===== src/twcw_pkg.sv =====
// shared types and constants for the text window cursor writer
package twcw_pkg;

    localparam int WINDOWS     = 16;
    localparam int COLUMNS     = 32;
    localparam int ROWS        = 24;
    localparam int WIN_W       = 4;
    localparam int COL_W       = $clog2(COLUMNS + 1);
    localparam int ROW_W       = $clog2(ROWS + 1);
    localparam int QUEUE_DEPTH = 2;
    localparam int QPTR_W      = $clog2(QUEUE_DEPTH);
    localparam int QCNT_W      = $clog2(QUEUE_DEPTH + 1);

    localparam logic [7:0] CHAR_TAB   = 8'd9;
    localparam logic [7:0] CHAR_NL    = 8'd10;
    localparam logic [7:0] CHAR_PCT   = 8'd37;
    localparam logic [7:0] CHAR_ZERO  = 8'd48;
    localparam logic [7:0] CHAR_THREE = 8'd51;

    localparam logic ACT_WRITE = 1'b0;
    localparam logic ACT_FLUSH = 1'b1;

    typedef enum logic [2:0] {
        K_NEWLINE,
        K_TAB,
        K_PERCENT,
        K_DIGIT,
        K_OTHER
    } kind_t;

    typedef enum logic {
        PH_PEND,
        PH_MAIN
    } phase_t;

    typedef struct packed {
        logic [WIN_W-1:0] window;
        logic [7:0]       character;
        logic             eos;
        kind_t            kind;
    } cmd_t;

endpackage


===== src/twcw_front.sv =====
// front end: classifies incoming characters and queues them as commands
module twcw_front (
    input  logic                      aclk,
    input  logic                      aresetn,
    input  logic                      s_valid,
    output logic                      s_ready,
    input  logic [twcw_pkg::WIN_W-1:0] s_window,
    input  logic [7:0]                s_character,
    input  logic                      s_end_of_string,
    output logic                      cmd_valid,
    output twcw_pkg::cmd_t            cmd,
    input  logic                      cmd_pop
);

    twcw_pkg::cmd_t                   queue_reg [twcw_pkg::QUEUE_DEPTH];
    logic [twcw_pkg::QPTR_W-1:0]      wr_ptr_reg, wr_ptr_next;
    logic [twcw_pkg::QPTR_W-1:0]      rd_ptr_reg, rd_ptr_next;
    logic [twcw_pkg::QCNT_W-1:0]      count_reg, count_next;
    twcw_pkg::cmd_t                   in_cmd;
    logic                             push;
    logic                             pop;

    always_comb begin
        in_cmd.window    = s_window;
        in_cmd.character = s_character;
        in_cmd.eos       = s_end_of_string;
        unique case (s_character) inside
            twcw_pkg::CHAR_NL:                          in_cmd.kind = twcw_pkg::K_NEWLINE;
            twcw_pkg::CHAR_TAB:                         in_cmd.kind = twcw_pkg::K_TAB;
            twcw_pkg::CHAR_PCT:                         in_cmd.kind = twcw_pkg::K_PERCENT;
            [twcw_pkg::CHAR_ZERO:twcw_pkg::CHAR_THREE]: in_cmd.kind = twcw_pkg::K_DIGIT;
            default:                                    in_cmd.kind = twcw_pkg::K_OTHER;
        endcase
    end

    assign s_ready   = (count_reg != twcw_pkg::QCNT_W'(twcw_pkg::QUEUE_DEPTH));
    assign push      = s_valid && s_ready;
    assign cmd_valid = (count_reg != '0);
    assign pop       = cmd_pop && cmd_valid;
    assign cmd       = queue_reg[rd_ptr_reg];

    always_comb begin
        wr_ptr_next = push ? wr_ptr_reg + 1'b1 : wr_ptr_reg;
        rd_ptr_next = pop ? rd_ptr_reg + 1'b1 : rd_ptr_reg;
        count_next  = count_reg;
        if (push && !pop) begin
            count_next = count_reg + 1'b1;
        end else if (pop && !push) begin
            count_next = count_reg - 1'b1;
        end
    end

    always_ff @(posedge aclk) begin
        if (!aresetn) begin
            wr_ptr_reg <= '0;
            rd_ptr_reg <= '0;
            count_reg  <= '0;
        end else begin
            wr_ptr_reg <= wr_ptr_next;
            rd_ptr_reg <= rd_ptr_next;
            count_reg  <= count_next;
        end
    end

    always_ff @(posedge aclk) begin
        if (push) begin
            queue_reg[wr_ptr_reg] <= in_cmd;
        end
    end

endmodule


===== src/twcw_back.sv =====
// back end: per-window cursor state, action sequencer and output register
module twcw_back (
    input  logic                       aclk,
    input  logic                       aresetn,
    input  logic                       cmd_valid,
    input  twcw_pkg::cmd_t             cmd,
    output logic                       cmd_pop,
    output logic                       m_valid,
    input  logic                       m_ready,
    output logic                       m_action,
    output logic [twcw_pkg::WIN_W-1:0] m_target_window,
    output logic                       m_scroll_first,
    output logic [4:0]                 m_column,
    output logic [15:0]                m_tile,
    output logic [4:0]                 m_row,
    output logic [5:0]                 m_line_length,
    output logic                       m_last_of_run
);

    function automatic logic [15:0] tile_of(input logic [7:0] c, input logic [1:0] colour);
        tile_of = {8'h00, c} - 16'd32 + {7'h00, colour, 7'h00};
    endfunction

    logic [twcw_pkg::COL_W-1:0] col_reg    [twcw_pkg::WINDOWS];
    logic [twcw_pkg::ROW_W-1:0] row_reg    [twcw_pkg::WINDOWS];
    logic [1:0]                 colour_reg [twcw_pkg::WINDOWS];
    logic                       pend_reg   [twcw_pkg::WINDOWS];

    twcw_pkg::phase_t           phase_reg, phase_next;

    logic [twcw_pkg::COL_W-1:0] col, col_next, col_inc;
    logic [twcw_pkg::ROW_W-1:0] row, row_next;
    logic [1:0]                 colour, colour_next;
    logic                       pend, pend_next;
    logic                       full;
    logic                       fl_scr;
    logic [twcw_pkg::ROW_W-1:0] fl_row, fl_row_next;

    logic                       emit, done, stay;
    logic                       o_action, o_scroll, o_last;
    logic [4:0]                 o_col, o_row;
    logic [15:0]                o_tile;
    logic [5:0]                 o_len;
    logic                       out_free, step;

    logic                       m_valid_reg, m_valid_next;
    logic                       m_action_reg;
    logic [twcw_pkg::WIN_W-1:0] m_window_reg;
    logic                       m_scroll_reg;
    logic [4:0]                 m_column_reg;
    logic [15:0]                m_tile_reg;
    logic [4:0]                 m_row_reg;
    logic [5:0]                 m_len_reg;
    logic                       m_last_reg;

    assign col     = col_reg[cmd.window];
    assign row     = row_reg[cmd.window];
    assign colour  = colour_reg[cmd.window];
    assign pend    = pend_reg[cmd.window];
    assign full    = (col == twcw_pkg::COL_W'(twcw_pkg::COLUMNS));
    assign col_inc = col + 1'b1;
    assign fl_scr  = (row >= twcw_pkg::ROW_W'(twcw_pkg::ROWS));
    assign fl_row      = fl_scr ? twcw_pkg::ROW_W'(twcw_pkg::ROWS - 1) : row;
    assign fl_row_next = fl_scr ? twcw_pkg::ROW_W'(twcw_pkg::ROWS) : row + 1'b1;

    assign out_free = !m_valid_reg || m_ready;
    assign step     = cmd_valid && out_free;
    assign cmd_pop  = step && done;

    // per-cycle action and state update
    always_comb begin
        emit        = 1'b0;
        done        = 1'b0;
        stay        = 1'b0;
        o_action    = twcw_pkg::ACT_WRITE;
        o_scroll    = 1'b0;
        o_col       = '0;
        o_tile      = '0;
        o_row       = '0;
        o_len       = '0;
        o_last      = 1'b0;
        col_next    = col;
        row_next    = row;
        colour_next = colour;
        pend_next   = pend;
        if (phase_reg == twcw_pkg::PH_PEND && (full || pend)) begin
            if (full) begin
                emit     = 1'b1;
                o_action = twcw_pkg::ACT_FLUSH;
                o_scroll = fl_scr;
                o_row    = 5'(fl_row);
                o_len    = 6'(col);
                col_next = '0;
                row_next = fl_row_next;
                o_last   = pend ? (cmd.kind == twcw_pkg::K_DIGIT)
                                : (cmd.kind == twcw_pkg::K_PERCENT && !cmd.eos);
                done     = o_last;
                stay     = !o_last;
                if (pend && cmd.kind == twcw_pkg::K_DIGIT) begin
                    colour_next = cmd.character[1:0];
                    pend_next   = 1'b0;
                end else if (!pend && o_last) begin
                    pend_next = 1'b1;
                end
            end else if (cmd.kind == twcw_pkg::K_DIGIT) begin
                colour_next = cmd.character[1:0];
                pend_next   = 1'b0;
                done        = 1'b1;
            end else begin
                emit     = 1'b1;
                o_col    = 5'(col);
                o_tile   = tile_of(twcw_pkg::CHAR_PCT, colour);
                col_next = col_inc;
                if (cmd.kind == twcw_pkg::K_PERCENT && !cmd.eos) begin
                    o_last = 1'b1;
                    done   = 1'b1;
                end else begin
                    pend_next = 1'b0;
                end
            end
        end else begin
            if (full || cmd.kind == twcw_pkg::K_NEWLINE) begin
                if (cmd.kind == twcw_pkg::K_PERCENT && !cmd.eos) begin
                    pend_next = 1'b1;
                    done      = 1'b1;
                end else begin
                    emit     = 1'b1;
                    o_action = twcw_pkg::ACT_FLUSH;
                    o_scroll = fl_scr;
                    o_row    = 5'(fl_row);
                    o_len    = 6'(col);
                    col_next = '0;
                    row_next = fl_row_next;
                    o_last   = !full;
                    done     = !full;
                end
            end else begin
                case (cmd.kind)
                    twcw_pkg::K_TAB: begin
                        emit     = 1'b1;
                        o_col    = 5'(col);
                        col_next = col_inc;
                        o_last   = (col_inc[1:0] == 2'b00)
                                || (col_inc == twcw_pkg::COL_W'(twcw_pkg::COLUMNS));
                        done     = o_last;
                    end
                    twcw_pkg::K_PERCENT: begin
                        if (cmd.eos) begin
                            emit     = 1'b1;
                            o_col    = 5'(col);
                            o_tile   = tile_of(twcw_pkg::CHAR_PCT, colour);
                            col_next = col_inc;
                            o_last   = 1'b1;
                        end else begin
                            pend_next = 1'b1;
                        end
                        done = 1'b1;
                    end
                    default: begin
                        emit     = 1'b1;
                        o_col    = 5'(col);
                        o_tile   = tile_of(cmd.character, colour);
                        col_next = col_inc;
                        o_last   = 1'b1;
                        done     = 1'b1;
                    end
                endcase
            end
        end
    end

    always_comb begin
        phase_next = phase_reg;
        if (step) begin
            if (done) begin
                phase_next = twcw_pkg::PH_PEND;
            end else if (!stay) begin
                phase_next = twcw_pkg::PH_MAIN;
            end
        end
    end

    always_comb begin
        m_valid_next = m_valid_reg;
        if (step && emit) begin
            m_valid_next = 1'b1;
        end else if (m_ready) begin
            m_valid_next = 1'b0;
        end
    end

    always_ff @(posedge aclk) begin
        if (!aresetn) begin
            phase_reg   <= twcw_pkg::PH_PEND;
            m_valid_reg <= 1'b0;
            for (int i = 0; i < twcw_pkg::WINDOWS; i++) begin
                col_reg[i]    <= '0;
                row_reg[i]    <= '0;
                colour_reg[i] <= '0;
                pend_reg[i]   <= 1'b0;
            end
        end else begin
            phase_reg   <= phase_next;
            m_valid_reg <= m_valid_next;
            if (step) begin
                col_reg[cmd.window]    <= col_next;
                row_reg[cmd.window]    <= row_next;
                colour_reg[cmd.window] <= colour_next;
                pend_reg[cmd.window]   <= pend_next;
            end
        end
    end

    always_ff @(posedge aclk) begin
        if (step && emit) begin
            m_action_reg <= o_action;
            m_window_reg <= cmd.window;
            m_scroll_reg <= o_scroll;
            m_column_reg <= o_col;
            m_tile_reg   <= o_tile;
            m_row_reg    <= o_row;
            m_len_reg    <= o_len;
            m_last_reg   <= o_last;
        end
    end

    assign m_valid         = m_valid_reg;
    assign m_action        = m_action_reg;
    assign m_target_window = m_window_reg;
    assign m_scroll_first  = m_scroll_reg;
    assign m_column        = m_column_reg;
    assign m_tile          = m_tile_reg;
    assign m_row           = m_row_reg;
    assign m_line_length   = m_len_reg;
    assign m_last_of_run   = m_last_reg;

endmodule


===== src/text_window_cursor_writer_top.sv =====
// top level of the text window cursor writer
// path: an item goes through the command queue, then the output register, to its first action
// throughput: one action per cycle unless m_ready stalls it; an item causes none, one or more
// a two-entry command queue lets new items in while the action sequencer is busy or stalled
// reset: synchronous active-low aresetn empties the queue and output register
// and clears column, row, colour and pending-percent state of every window
module text_window_cursor_writer_top (
    input  logic                       aclk,
    input  logic                       aresetn,
    input  logic                       s_valid,
    output logic                       s_ready,
    input  logic [twcw_pkg::WIN_W-1:0] s_window,
    input  logic [7:0]                 s_character,
    input  logic                       s_end_of_string,
    output logic                       m_valid,
    input  logic                       m_ready,
    output logic                       m_action,
    output logic [twcw_pkg::WIN_W-1:0] m_target_window,
    output logic                       m_scroll_first,
    output logic [4:0]                 m_column,
    output logic [15:0]                m_tile,
    output logic [4:0]                 m_row,
    output logic [5:0]                 m_line_length,
    output logic                       m_last_of_run
);

    logic           cmd_valid;
    twcw_pkg::cmd_t cmd;
    logic           cmd_pop;

    twcw_front u_front (
        .aclk            (aclk),
        .aresetn         (aresetn),
        .s_valid         (s_valid),
        .s_ready         (s_ready),
        .s_window        (s_window),
        .s_character     (s_character),
        .s_end_of_string (s_end_of_string),
        .cmd_valid       (cmd_valid),
        .cmd             (cmd),
        .cmd_pop         (cmd_pop)
    );

    twcw_back u_back (
        .aclk            (aclk),
        .aresetn         (aresetn),
        .cmd_valid       (cmd_valid),
        .cmd             (cmd),
        .cmd_pop         (cmd_pop),
        .m_valid         (m_valid),
        .m_ready         (m_ready),
        .m_action        (m_action),
        .m_target_window (m_target_window),
        .m_scroll_first  (m_scroll_first),
        .m_column        (m_column),
        .m_tile          (m_tile),
        .m_row           (m_row),
        .m_line_length   (m_line_length),
        .m_last_of_run   (m_last_of_run)
    );

endmodule


===== config.mk =====
export PLATFORM = sky130hd
export DESIGN_NAME = text_window_cursor_writer_top
export DESIGN_NICKNAME = d
export VERILOG_FILES = /design/src/twcw_pkg.sv /design/src/twcw_front.sv /design/src/twcw_back.sv /design/src/text_window_cursor_writer_top.sv
export SDC_FILE = /design/constraint.sdc
export NUM_CORES = 1
export LEC_CHECK = 0
export BUFFER_PORTS_ARGS = -buffer_cell sky130_fd_sc_hd__buf_2
export CORE_UTILIZATION = 55
export CTS_CLUSTER_DIAMETER = 200
export DETAILED_ROUTE_END_ITERATION = 8
export PLACE_DENSITY = 0.77
export SLEW_MARGIN = 15
export SYNTH_ARGS = -nofsm -noshare
export SYNTH_HDL_FRONTEND = slang
export SYNTH_SLANG_ARGS = --single-unit

===== constraint.sdc =====
create_clock -name aclk -period 11.2 [get_ports aclk]
set_clock_uncertainty 0.2 [all_clocks]
set_input_delay 3.36 -clock aclk [delete_from_list [all_inputs] [get_ports aclk]]
set_output_delay 3.36 -clock aclk [all_outputs]
set_load 0.05 [all_outputs]

# --- After elaboration in Yosys (flattened, before gate mapping) ---
# Memories as Yosys holds them, arrays and structs flattened. A register that Yosys moved wholly into a read port is not among the register bits.
# Cells that the tools add are included.
# Widths: inputs -> output; s select.
word_totals:
  latchBits: 0
  ram_bits: 256
  in_bits: 17
  memories: 5
  reg_bits: 45
  romBits: 0
classes:
  magnitude_cmp: 3
  addsub: 9
  eq_ne: 10
  reduce_logical: 33
  n_mul: 0
  div: 0
  n_shift: 0
  bitwise: 1
  mux: 104
mem_list:
  columns: ["memory", "words", "word_bits", "read_ports", "rd_clocked_by_memory_dff", "wr", "line", "source"]
  rows:
  - ["u_back.col_reg", 16, 6, 1, 0, 16, "twcw_back.sv:24", "logic [twcw_pkg::COL_W-1:0] col_reg [twcw_pkg::WINDOWS];"]
  - ["u_back.row_reg", 16, 5, 1, 0, 16, "twcw_back.sv:25", "logic [twcw_pkg::ROW_W-1:0] row_reg [twcw_pkg::WINDOWS];"]
  - ["u_back.colour_reg", 16, 2, 1, 0, 16, "twcw_back.sv:26", "logic [1:0] colour_reg [twcw_pkg::WINDOWS];"]
  - ["u_front.queue_reg", 2, 16, 1, 1, 1, "twcw_front.sv:15", "twcw_pkg::cmd_t queue_reg [twcw_pkg::QUEUE_DEPTH];"]
  - ["u_back.pend_reg", 16, 1, 1, 0, 16, "twcw_back.sv:27", "logic pend_reg [twcw_pkg::WINDOWS];"]
ops:
  columns: ["op", "count"]
  rows:
  - ["$mux 5", 17]
  - ["$mux 16", 5]
  - ["$mux 6", 12]
  - ["$mux 1", 56]
  - ["$pmux 16 s2", 1]
  - ["$add 16x9->16", 1]
  - ["$eq 8x4->1 const B", 2]
  - ["$mux 4", 4]
  - ["$mux 2", 7]
  - ["$eq 6x6->1 const B", 2]
  - ["$logic_and 1x1->1", 12]
  - ["$pmux 3 s4", 1]
  - ["$add 3x9->10 const A", 1]
  - ["$sub 8x6->9 const B", 1]
  - ["$eq 8x6->1 const B", 1]
  - ["$ge 8x6->1 const B", 1]
  - ["$le 8x6->1 const B", 1]
  - ["$logic_not 1->1", 7]
  - ["$add 6x1->6 const B", 1]
  - ["$eq 3x2->1 const B", 2]
  - ["$reduce_bool 2->1", 3]
  - ["$reduce_or 6->1", 1]
  - ["$add 5x1->5 const B", 1]
  - ["$ge 5x5->1 const B", 1]
  - ["other kinds (15)", 19]

# --- Longest topological paths before layout ---
# An unclocked memory read counts as a cell.
depth:
  ltp_word: 12
  mapped_depth: 19
  mapped_depth_nobuf: 16

# --- Modules after synthesis ---
# Synthesis repeated with hierarchy kept, for this count alone.
unflattened:
  cells_unflattened: 964
  hier_area_um2: 13382.8
by_module_without_submodules:
  columns: ["mod", "area_per_inst_um2", "n_inst", "cells_per_inst"]
  rows:
  - ["twcw_back", 11896.4, 1, 873]
  - ["twcw_front", 1486.4, 1, 91]

# --- Worst setup path before layout ---
# OpenSTA, ideal clock, no wires.
synth_timing:
  kind: "input -> register"
  start: "in m_ready"
  end: "reg u_back.m_action_reg, in the netlist u_back.m_action (enable)"
  stages: 2
  arrival_time_ns: 6.223
  path_slack_ns: 4.294
  path_cell_list: "o22ai_1 nor3_1"
synth_via:
  elab_chain_cells: 3
synth_lines:
  columns: ["item", "line", "source"]
  rows:
  - ["start: declaration", "text_window_cursor_writer_top.sv:16", "input logic m_ready,"]
  - ["$logic_or 1x1->1", "twcw_back.sv:66", "assign out_free = !m_valid_reg || m_ready;"]
  - ["$logic_and 1x1->1", "twcw_back.sv:67", "assign step = cmd_valid && out_free;"]
  - ["$logic_and 1x1->1", "twcw_back.sv:215", "if (step && emit) begin"]
  - ["end signal: assignment", "twcw_back.sv:216", "m_action_reg <= o_action;"]
  - ["end: declaration", "twcw_back.sv:47", "logic m_action_reg;"]
# Every way passes these cells.
# A chain may end at the register's enable or synchronous reset.

==> flow_metrics.py <==
metrics = {
    "global_routing": {
        "gr-total-overflow": 0,
        "grt_first_pass_wirelength_um": 59200,
        "grt_util_all_layers_pct": 30.8,
        "grt_pass1_vias": 9662,
        "grt_max_degree": 46,
        "antenna_found_initial": 0,
    },
    "cts": {
        "cts_buffers": 30,
        "cts_tree": "built",
        "clk_latency_ns": 0.57,
        "clock-sinks": 301,
        "cts_htree_levels": 1,
        "clk_pin_slew_worst_paths_ns": 0.07,
        "cts_root_buf": "clkbuf_16",
        "cts_resized": 0,
        "post-cts-setup-buffers": 0,
        "cts_hold_buf": 0,
        "clockBufferDepth": 3,
    },
    "synthesis": {
        "synth_area_leaders": "edfxtp_1 (59%), nor2_1 (4.4%), nand2_1 (4.1%), mux4_2 (3.8%), mux2i_1 (3.8%)",
        "syn_inst": 1170,
        "synth_warnings": 0,
        "synth_async_sr_flop_share_pct": 0,
        "synth.ff_latch_count": 301,
        "synth-edff-count": 278,
        "synth_top_area_share_pct": 59.1,
        "synth_cell_types": 75,
        "syn-num-nets": 1202,
        "synth_area_sq_mm": 0.0141,
        "synth_flop_cell": "edfxtp_1",
        "synth-seq-area-share_pct": 62.4,
        "syn_area_per_cell_sq_um": 12.1,
        "post-synth-top-area-cell": "edfxtp_1",
    },
    "die": {
        "dieArea_sq_mm": 0.0263,
        "die_h_um": 162,
        "pin_count": 58,
        "die_w_um": 162,
        "coreArea_sq_mm": 0.0252,
        "rows": 58,
        "start_util_pct": 56.1,
    },
    "layout": {
        "fin_cells": 1555,
        "largest_reg_flops": 96,
        "final_common_cell": "edfxtp_1",
        "syn_to_final_growth_pct": 10.8,
        "nets": 1233,
        "antenna_cells": 0,
        "drive_gt1_share_pct": 16.7,
        "final_cell_area_sq_mm": 0.0156,
        "layout_common_cells": "edfxtp_1 (278), nor2_1 (166), nand2_1 (155), a21oi_1 (100), buf_2 (57)",
    },
    "placed_design": {
        "dp_cells": 1499,
        "dpl-instance-area_sq_mm": 0.0146,
        "pre_cts_ws_ns": 4.47,
        "gp_congestion": 0.937,
        "dp_hpwl_um": 25200,
        "io_buffers": 57,
    },
    "sta": {
        "fin_setup_tns_ns": 0,
        "hold_viol_final": 0,
        "clock.fmax_ghz": 0.147,
        "maxSlewHeadroom_pct": 15.2,
        "rsz0062_at_grt": "false",
        "slew_violations": 0,
        "timing.final.ws_setup_ns": 4.39,
        "worstMarginPinSlew_ns": 1.27,
        "fin_crit_ns": 6.81,
        "fin_crit_sh_pct": 60.8,
        "setup_violations": 0,
    },
    "worst_setup_path": {
        "critPathCapture": "u_back.col_reg[2][5]",
        "slowest_delay_ns": 1.05,
        "worstSetupEndpointType": "register",
        "cp_common_cell": "buf_4",
        "crit_type": "register to register",
        "slowest_stage": "o21ai_2",
        "crit_chain": "buf_4 > mux2i_2 > buf_4 > clkinv_2 > buf_4 > mux4_2 > nand2_1 > nand4_1 > inv_1 > ha_1 > inv_1 > nor3_1 > a22oi_2 > o21ai_2 > a21oi_1",
        "cp-start-kind": "register",
        "arrival_ns": 6.86,
        "r2r_slack_ns": 4.39,
        "cp.required_ns": 11.25,
        "path_max_fanout": 45,
        "reg2reg_depth": 15,
        "r2r-end": "u_back.col_reg[2][5]",
    },
    "hold_path": {
        "hp-class": "register to register",
    },
    "route": {
        "avgRoutedWirePerCell_um": 25.7,
        "met2_length_um": 18000,
        "drt-initial-drc-count": 1571,
        "route.met3.wl_um": 5310,
        "dr.pass1.iters": 7,
        "route.detailed.drc": 0,
        "met1_length_um": 14300,
        "final_antenna_net_count": 0,
        "highest_layer": "met4",
        "vias": 10311,
        "avgViaCountPerCell": 6.63,
        "wirelength_um": 40000,
    },
    "power_and_ir_drop": {
        "peakVddDrop_uv": 200,
        "seq_power_share_pct": 36.1,
        "leakagePower_uw": 0.00579,
        "power.density_mw_per_mm2": 259,
        "p_sw_share_pct": 41.0,
        "clkPwrFrac_pct": 25.9,
        "p_int_uw": 2390,
        "combPwrFrac_pct": 38.1,
        "switching_power_uw": 1660,
    },
    "outcome": {
        "status": "complete, no violations",
    },
    "flow_run": {
        "timing.max_cap.violations": 0,
    },
}
-- routing by layer --
metal  vias up  track usage (%)
li1       4358                -
met2       861             47.1
met4         0             16.9
met1      4897             41.2
met5         -            0.379
met3       195             6.72
-- synth_stat cells (4+ instances only) --
master,number
a21oi_1,102
a21oi_2,10
a311oi_1,9
and2_1,6
and3_1,14
and3b_1,4
buf_1,5
buf_2,17
buf_4,9
buf_6,5
clkbuf_1,41
dfxtp_1,23
edfxtp_1,278
ha_1,14
inv_1,23
mux2_2,4
mux2i_1,53
mux4_2,24
nand2_1,155
nand2b_1,5
nand3_1,24
nand4_1,4
nor2_1,166
nor3_1,19
nor3_2,11
nor3b_1,8
o2111ai_1,4
o211ai_1,4
o21a_1,11
o21ai_0,37
o21ai_2,4
o21bai_1,6
or3_1,4
xnor2_1,4
xor2_1,4
-- area by class of cell --
type	count	area (sq um)
Fill cell	1889	9530
Timing Repair Buffer	76	428
Multi-Input combinational cell	766	4870
Inverter	26	104
Sequential cell	301	8810
Clock inverter	16	196
Tap cell	330	413
Clock buffer	40	830
-- worst min-delay path by stage --
stage	startpoint	end	cells past startpoint
final	u_back.pend_reg[13]	u_back.pend_reg[13]	4
after global routing	u_back.pend_reg[8]	u_back.pend_reg[8]	4
after CTS	u_back.pend_reg[13]	u_back.pend_reg[13]	4
after detailed placement	u_back.pend_reg[13]	u_back.pend_reg[13]	4
after global placement	u_back.pend_reg[13]	u_back.pend_reg[13]	4
after floorplan	u_front.count_reg[1]	u_front.count_reg[1]	2
-- logic make-up (layout without fill, tap and decap cells) --
logic type      count (synthesis)  after routing  share of synthesized area, %
flops                         301            301                          62.4
xor+xnor                        8              8                         0.496
buf+inv                       103            158                          3.43
simple gates                  431            431                          13.7
mux                            85             85                          8.37
fa+ha+maj                      15             15                          1.38
compound gates                227            227                          10.3
-- power by group through the flow --
| stage | clock, uW | combinational (uW) | sequential (uW) |
|---|---|---|---|
| finish | 1050 | 1540 | 1460 |
| floorplan | 0 | 790 | 1710 |
| CTS | 1050 | 1490 | 1460 |
| global route | 1090 | 1590 | 1470 |
| global placement | 0 | 1470 | 1480 |
| detailed placement | 0 | 1490 | 1480 |
-- stage by stage --
step	util [%]	hold WS, ns	total power (uW)
floorplan	-	0.290	2500
global placement	58.0	0.331	2950
detailed placement	58.0	0.343	2970
CTS	62.1	0.354	4000
global route	62.1	0.389	4150
finish	62.1	0.355	4050
-- worst max-delay path, delay by kind of cell (launching register included) --
| kind | cells | cell delay, ns |
|---|---|---|
| buffers and inverters | 6 | 2.36 |
| adders and majority gates | 1 | 0.19 |
| AOI/OAI and AO/OA | 3 | 1.60 |
| DFF | 1 | 0.31 |
| and+or+nand+nor | 3 | 1.09 |
| muxes | 2 | 0.65 |
(Power assumes the default switching activity.)
